`config.mk`:
```
export PLATFORM = sky130hd
export DESIGN_NAME = oaee_ctrl
export DESIGN_NICKNAME = d
export VERILOG_FILES = /design/src/design/oaee_pkg.sv /design/src/design/oaee_ctrl.sv
export SDC_FILE = /design/constraint.sdc
export NUM_CORES = 1
export LEC_CHECK = 0
export ABC_AREA = 1
export BUFFER_PORTS_ARGS = -buffer_cell sky130_fd_sc_hd__clkbuf_2
export CAP_MARGIN = 20
export CORE_AREA = 2 2 39 41
export DETAILED_ROUTE_END_ITERATION = 10
export DIE_AREA = 0 0 41 43
export HOLD_SLACK_MARGIN = 0.03
export RECOVER_POWER = 100
export SLEW_MARGIN = 40
export SYNTH_ARGS = -nofsm -noshare
export SYNTH_HDL_FRONTEND = slang
export SYNTH_SLANG_ARGS = --single-unit
```
`constraint.sdc`:
```
create_clock -name clock -period 1.3 [get_ports clock]
set_input_delay 0.26 -clock clock [delete_from_list [all_inputs] [get_ports clock]]
set_output_delay 0.26 -clock clock [all_outputs]
set_load 0.1 [all_outputs]
```
`src/design/oaee_pkg.sv`:
```
`timescale 1ns / 1ps

package oaee_pkg;

   localparam int CMD_W  = 3;
   localparam int POS_W  = 7;
   localparam int DATA_W = 32;
   localparam int STAT_W = 3;
   localparam int IDX_W  = 6;
   localparam int CNT_W  = 7;

   typedef enum logic [CMD_W-1:0] {
      CMD_INSERT   = 3'd0,
      CMD_DELETE   = 3'd1,
      CMD_UPDATE   = 3'd2,
      CMD_SEARCH   = 3'd3,
      CMD_TRAVERSE = 3'd4
   } cmd_code_type;

   typedef enum logic [STAT_W-1:0] {
      ST_OK        = 3'd0,
      ST_BAD_POS   = 3'd1,
      ST_FULL      = 3'd2,
      ST_NOT_FOUND = 3'd3,
      ST_EMPTY     = 3'd4
   } status_type;

   typedef enum logic [1:0] {
      S_IDLE,
      S_EDIT,
      S_SEARCH,
      S_TRAV
   } state_type;

   typedef struct packed {
      logic [CMD_W-1:0]         cmd;
      logic [POS_W-1:0]         position;
      logic signed [DATA_W-1:0] value;
   } req_type;

   typedef struct packed {
      status_type               status;
      logic [IDX_W-1:0]         index;
      logic signed [DATA_W-1:0] data;
      logic                     last;
      logic [CNT_W-1:0]         count;
   } rsp_type;

   // controller to datapath
   typedef struct packed {
      logic capture;
      logic match_load;
      logic edit;
      logic search_rsp;
      logic trav_clear;
      logic trav_step;
   } dp_cmd_type;

   // datapath to controller
   typedef struct packed {
      logic empty;
      logic trav_last;
   } dp_stat_type;

endpackage

```
`src/design/oaee_ctrl.sv`:
```
`timescale 1ns / 1ps

module oaee_ctrl (
   input  logic                       clock,
   input  logic                       reset,
   input  logic                       accept_i,
   input  logic [oaee_pkg::CMD_W-1:0] cmd_i,
   input  oaee_pkg::dp_stat_type      stat_i,
   output oaee_pkg::dp_cmd_type       dp_cmd_o,
   output logic                       busy_o
);
   import oaee_pkg::*;

   state_type state_ff, state_in;

   always_ff @(posedge clock) begin
      if (reset) begin
         state_ff <= S_IDLE;
      end else begin
         state_ff <= state_in;
      end
   end

   always_comb begin
      state_in = state_ff;
      dp_cmd_o = '0;
      busy_o   = 1'b1;
      case (state_ff)
         S_IDLE: begin
            busy_o = 1'b0;
            if (accept_i) begin
               dp_cmd_o.capture = 1'b1;
               case (cmd_i)
                  CMD_INSERT, CMD_DELETE, CMD_UPDATE: begin
                     state_in = S_EDIT;
                  end
                  CMD_SEARCH: begin
                     dp_cmd_o.match_load = 1'b1;
                     state_in            = S_SEARCH;
                  end
                  CMD_TRAVERSE: begin
                     dp_cmd_o.trav_clear = 1'b1;
                     state_in            = S_TRAV;
                  end
                  default: begin
                     state_in = S_IDLE;
                  end
               endcase
            end
         end
         S_EDIT: begin
            dp_cmd_o.edit = 1'b1;
            state_in      = S_IDLE;
         end
         S_SEARCH: begin
            dp_cmd_o.search_rsp = 1'b1;
            state_in            = S_IDLE;
         end
         S_TRAV: begin
            dp_cmd_o.trav_step = 1'b1;
            if (stat_i.empty || stat_i.trav_last) begin
               state_in = S_IDLE;
            end
         end
         default: begin
            state_in = S_IDLE;
         end
      endcase
   end

endmodule

```
==> results.py <==
metrics = {
    "place": {
        "pre_cts_slack_ns": 0.0583,
        "gp_congestion": 0.719,
        "dpl.hpwl_um": 399,
        "portBuffers": 14,
    },
    "final_layout": {
        "top_regs": "state_ff (2)",
        "largest_reg_flops": 2,
        "drive_gt1_share_pct": 78.0,
        "antenna_cells": 0,
        "synthToLayoutAreaGrowth_pct": 188,
        "final_net_count": 69,
        "top_register": "state_ff",
    },
    "detailed_routing": {
        "first_pass_iters": 2,
        "vias": 287,
        "drt_iter0_markers": 5,
        "wire_per_inst_um": 7.96,
        "route.detailed.drc": 0,
        "vias_per_cell": 3.83,
        "drt-total-wl_um": 597,
        "drtAntennaViolNets": 0,
    },
    "cts": {
        "clk_pin_slew_worst_paths_ns": 0.03,
        "cts_buffer_depth": 2,
        "h-tree-depth": 1,
        "numCtsBuffers": 3,
        "postCtsHoldBufs": 0,
        "cts_tree": "built",
        "insertion_delay_ns": 0.22,
        "clock-sinks": 2,
        "cts_root_buffer": "clkbuf_4",
    },
    "pwr": {
        "seq_power_share_pct": 16.4,
        "power.switching_mw": 0.157,
        "vdd_drop_max_mv": 0.318,
        "power.internal_mw": 0.249,
        "clock_power_share_pct": 33.5,
        "comb_power_share_pct": 50.1,
        "power_density_nw_per_um2": 727,
        "power_leakage_nw": 0.305,
        "swShare_pct": 38.8,
    },
    "flow_run": {
        "cap_violations": 0,
    },
    "grt": {
        "met2_usage_pct": 14.4,
        "grt_pass1_vias": 286,
        "grtUsageMet3_pct": 4.71,
        "grt_util_met1_pct": 8.28,
        "grt_max_degree": 4,
        "grt_first_pass_wirelength_mm": 1.03,
        "overflow": 0,
        "antenna_found_initial": 0,
        "grtUsageTotal_pct": 9.31,
        "grt-busiest-layer": "met2",
    },
    "die": {
        "die_h_um": 43,
        "num_rows": 14,
        "core_sq_um": 1380,
        "start_util_pct": 14.0,
        "chipWidth_um": 41,
        "io_pins": 15,
        "dieArea_sq_um": 1760,
    },
    "worst_setup_path": {
        "startpoint_type": "register",
        "arrival_ns": 1.14,
        "path_class": "reg -> out",
        "path_buf_inv": 3,
        "crit_chain": "inv_4 -> nand2_8 -> nor2_8 -> nand2_4 -> clkinvlp_4 -> buf_12",
        "max_stage_delay_ns": 0.34,
        "crit_family": "flip-flops",
        "cp.required_ns": 1.04,
        "crit_path_end_kind": "output port",
        "cpMaxStageDelayCell": "dfxtp_4",
        "critPathMaxFanout": 3,
    },
    "synth": {
        "ys_ff_latch": 2,
        "synth_warnings": 0,
        "yosysSeqAreaShare_pct": 20.6,
        "syn_nets": 39,
        "avgSynthCellArea_sq_um": 6.26,
        "netlist-cell-type-count": 11,
        "syn_area_sq_um": 194,
        "netlist_instances": 31,
    },
    "sta": {
        "tightest_slew_ns": 0.215,
        "worst_hold_slack_ns": 0.265,
        "finalClockSkew_ns": 0.00298,
        "slew_headroom_pct": 85.6,
        "layout_min_cycle_time_ns": 1.40,
        "period_share_pct": 108,
        "final-max-slew-violation-count": 0,
        "fmax_mhz": 713,
        "hold_viol_final": 0,
        "setup-violations-final": 5,
        "rsz0062_at_grt": "yes",
        "fin_ws_ns": -0.102,
    },
    "run_status": {
        "status": "finished, violations left",
        "violations": "negative setup slack",
    },
    "hold_path": {
        "hold_path_class": "in -> reg",
    },
}
## cells in the final DEF, fill, tap and decap left out, types with 2 or more instances in the layout
cell type	instances
buf_12	7
buf_4	10
clkbuf_2	7
clkbuf_4	3
clkinvlp_4	3
inv_1	4
inv_4	2
nand2_1	4
nand2_2	2
nand2_4	3
nor2_1	3
nor2_4	2
## routing by layer
layer	wire, um	vias up	share of wire (%)
met5	0	-	0
li1	-	144	-
met4	8	0	1.3
met1	191	131	32
met3	49	2	8.2
met2	347	10	58
## timing repair
action                     in CTS  in global routing
setup endpoints to repair       3                  6
buffers inserted                9                  2
pin swaps                       3                  0
resized for setup               5                  1
## worst reg2reg max path, delay by kind of cell (launching register included)
| family | cells | cell delay (ns) |
|---|---|---|
| flip-flops | 1 | 0.34 |
| AND/OR/NAND/NOR | 5 | 0.34 |
| buffers and inverters | 4 | 0.36 |
## final cells by class
cell class / instances / area [sq um]
timing repair buffer: 25 / 262
tap: 16 / 20.0
inverter: 10 / 53.8
fill: 147 / 826
multi-input combinational: 19 / 155
clock buffer: 3 / 22.5
sequential: 2 / 45.0
## final timing paths
path                     from           to  slack, ns  depth (start not counted)
hold reg to reg   state_ff[0]  state_ff[1]       0.85                          7
setup / recovery  state_ff[0]  dp_cmd_o[1]      -0.10                          6
setup reg to reg  state_ff[0]  state_ff[0]       0.20                          9
hold / removal          reset  state_ff[1]       0.26                          4
## per-stage QoR
stage	std cells	instance area (sq um)	setup TNS, ns	power, mW	util [%]
4_1_cts	73	539	-0.297	0.407	39.0
2_1_floorplan	31	234	-1.10	0.181	-
3_3_place_gp	61	429	0	0.239	31.0
3_5_place_dp	61	429	0	0.240	31.0
6_report	75	558	-0.340	0.406	40.3
5_1_grt	75	558	-0.672	0.443	40.3
## cell families after synthesis
group	synth area share [%]
flops	20.6
compound gates	2.58
buf+inv	19.4
simple gates	57.4
## synth_stat cells
| cell type | number | area, sq um |
|---|---|---|
| inv_1 | 7 | 26.3 |
| nand3_2 | 1 | 10.0 |
| inv_2 | 3 | 11.3 |
| nand2_2 | 2 | 12.5 |
| nor2_1 | 5 | 18.8 |
| dfxtp_1 | 2 | 40.0 |
| nand2_4 | 2 | 22.5 |
| nand2_1 | 6 | 22.5 |
| nor2_8 | 1 | 20.0 |
| nand3_1 | 1 | 5.00 |
| a21oi_1 | 1 | 5.00 |
## power by group through the flow
stage / sequential, mW / combinational (mW) / clock [mW]
2_1_floorplan: 0.0691 / 0.112 / 0
3_5_place_dp: 0.0696 / 0.171 / 0
4_1_cts: 0.0665 / 0.197 / 0.144
5_1_grt: 0.0668 / 0.213 / 0.163
3_3_place_gp: 0.0693 / 0.170 / 0
6_report: 0.0667 / 0.203 / 0.136
Power figures use the tool's default switching activity.
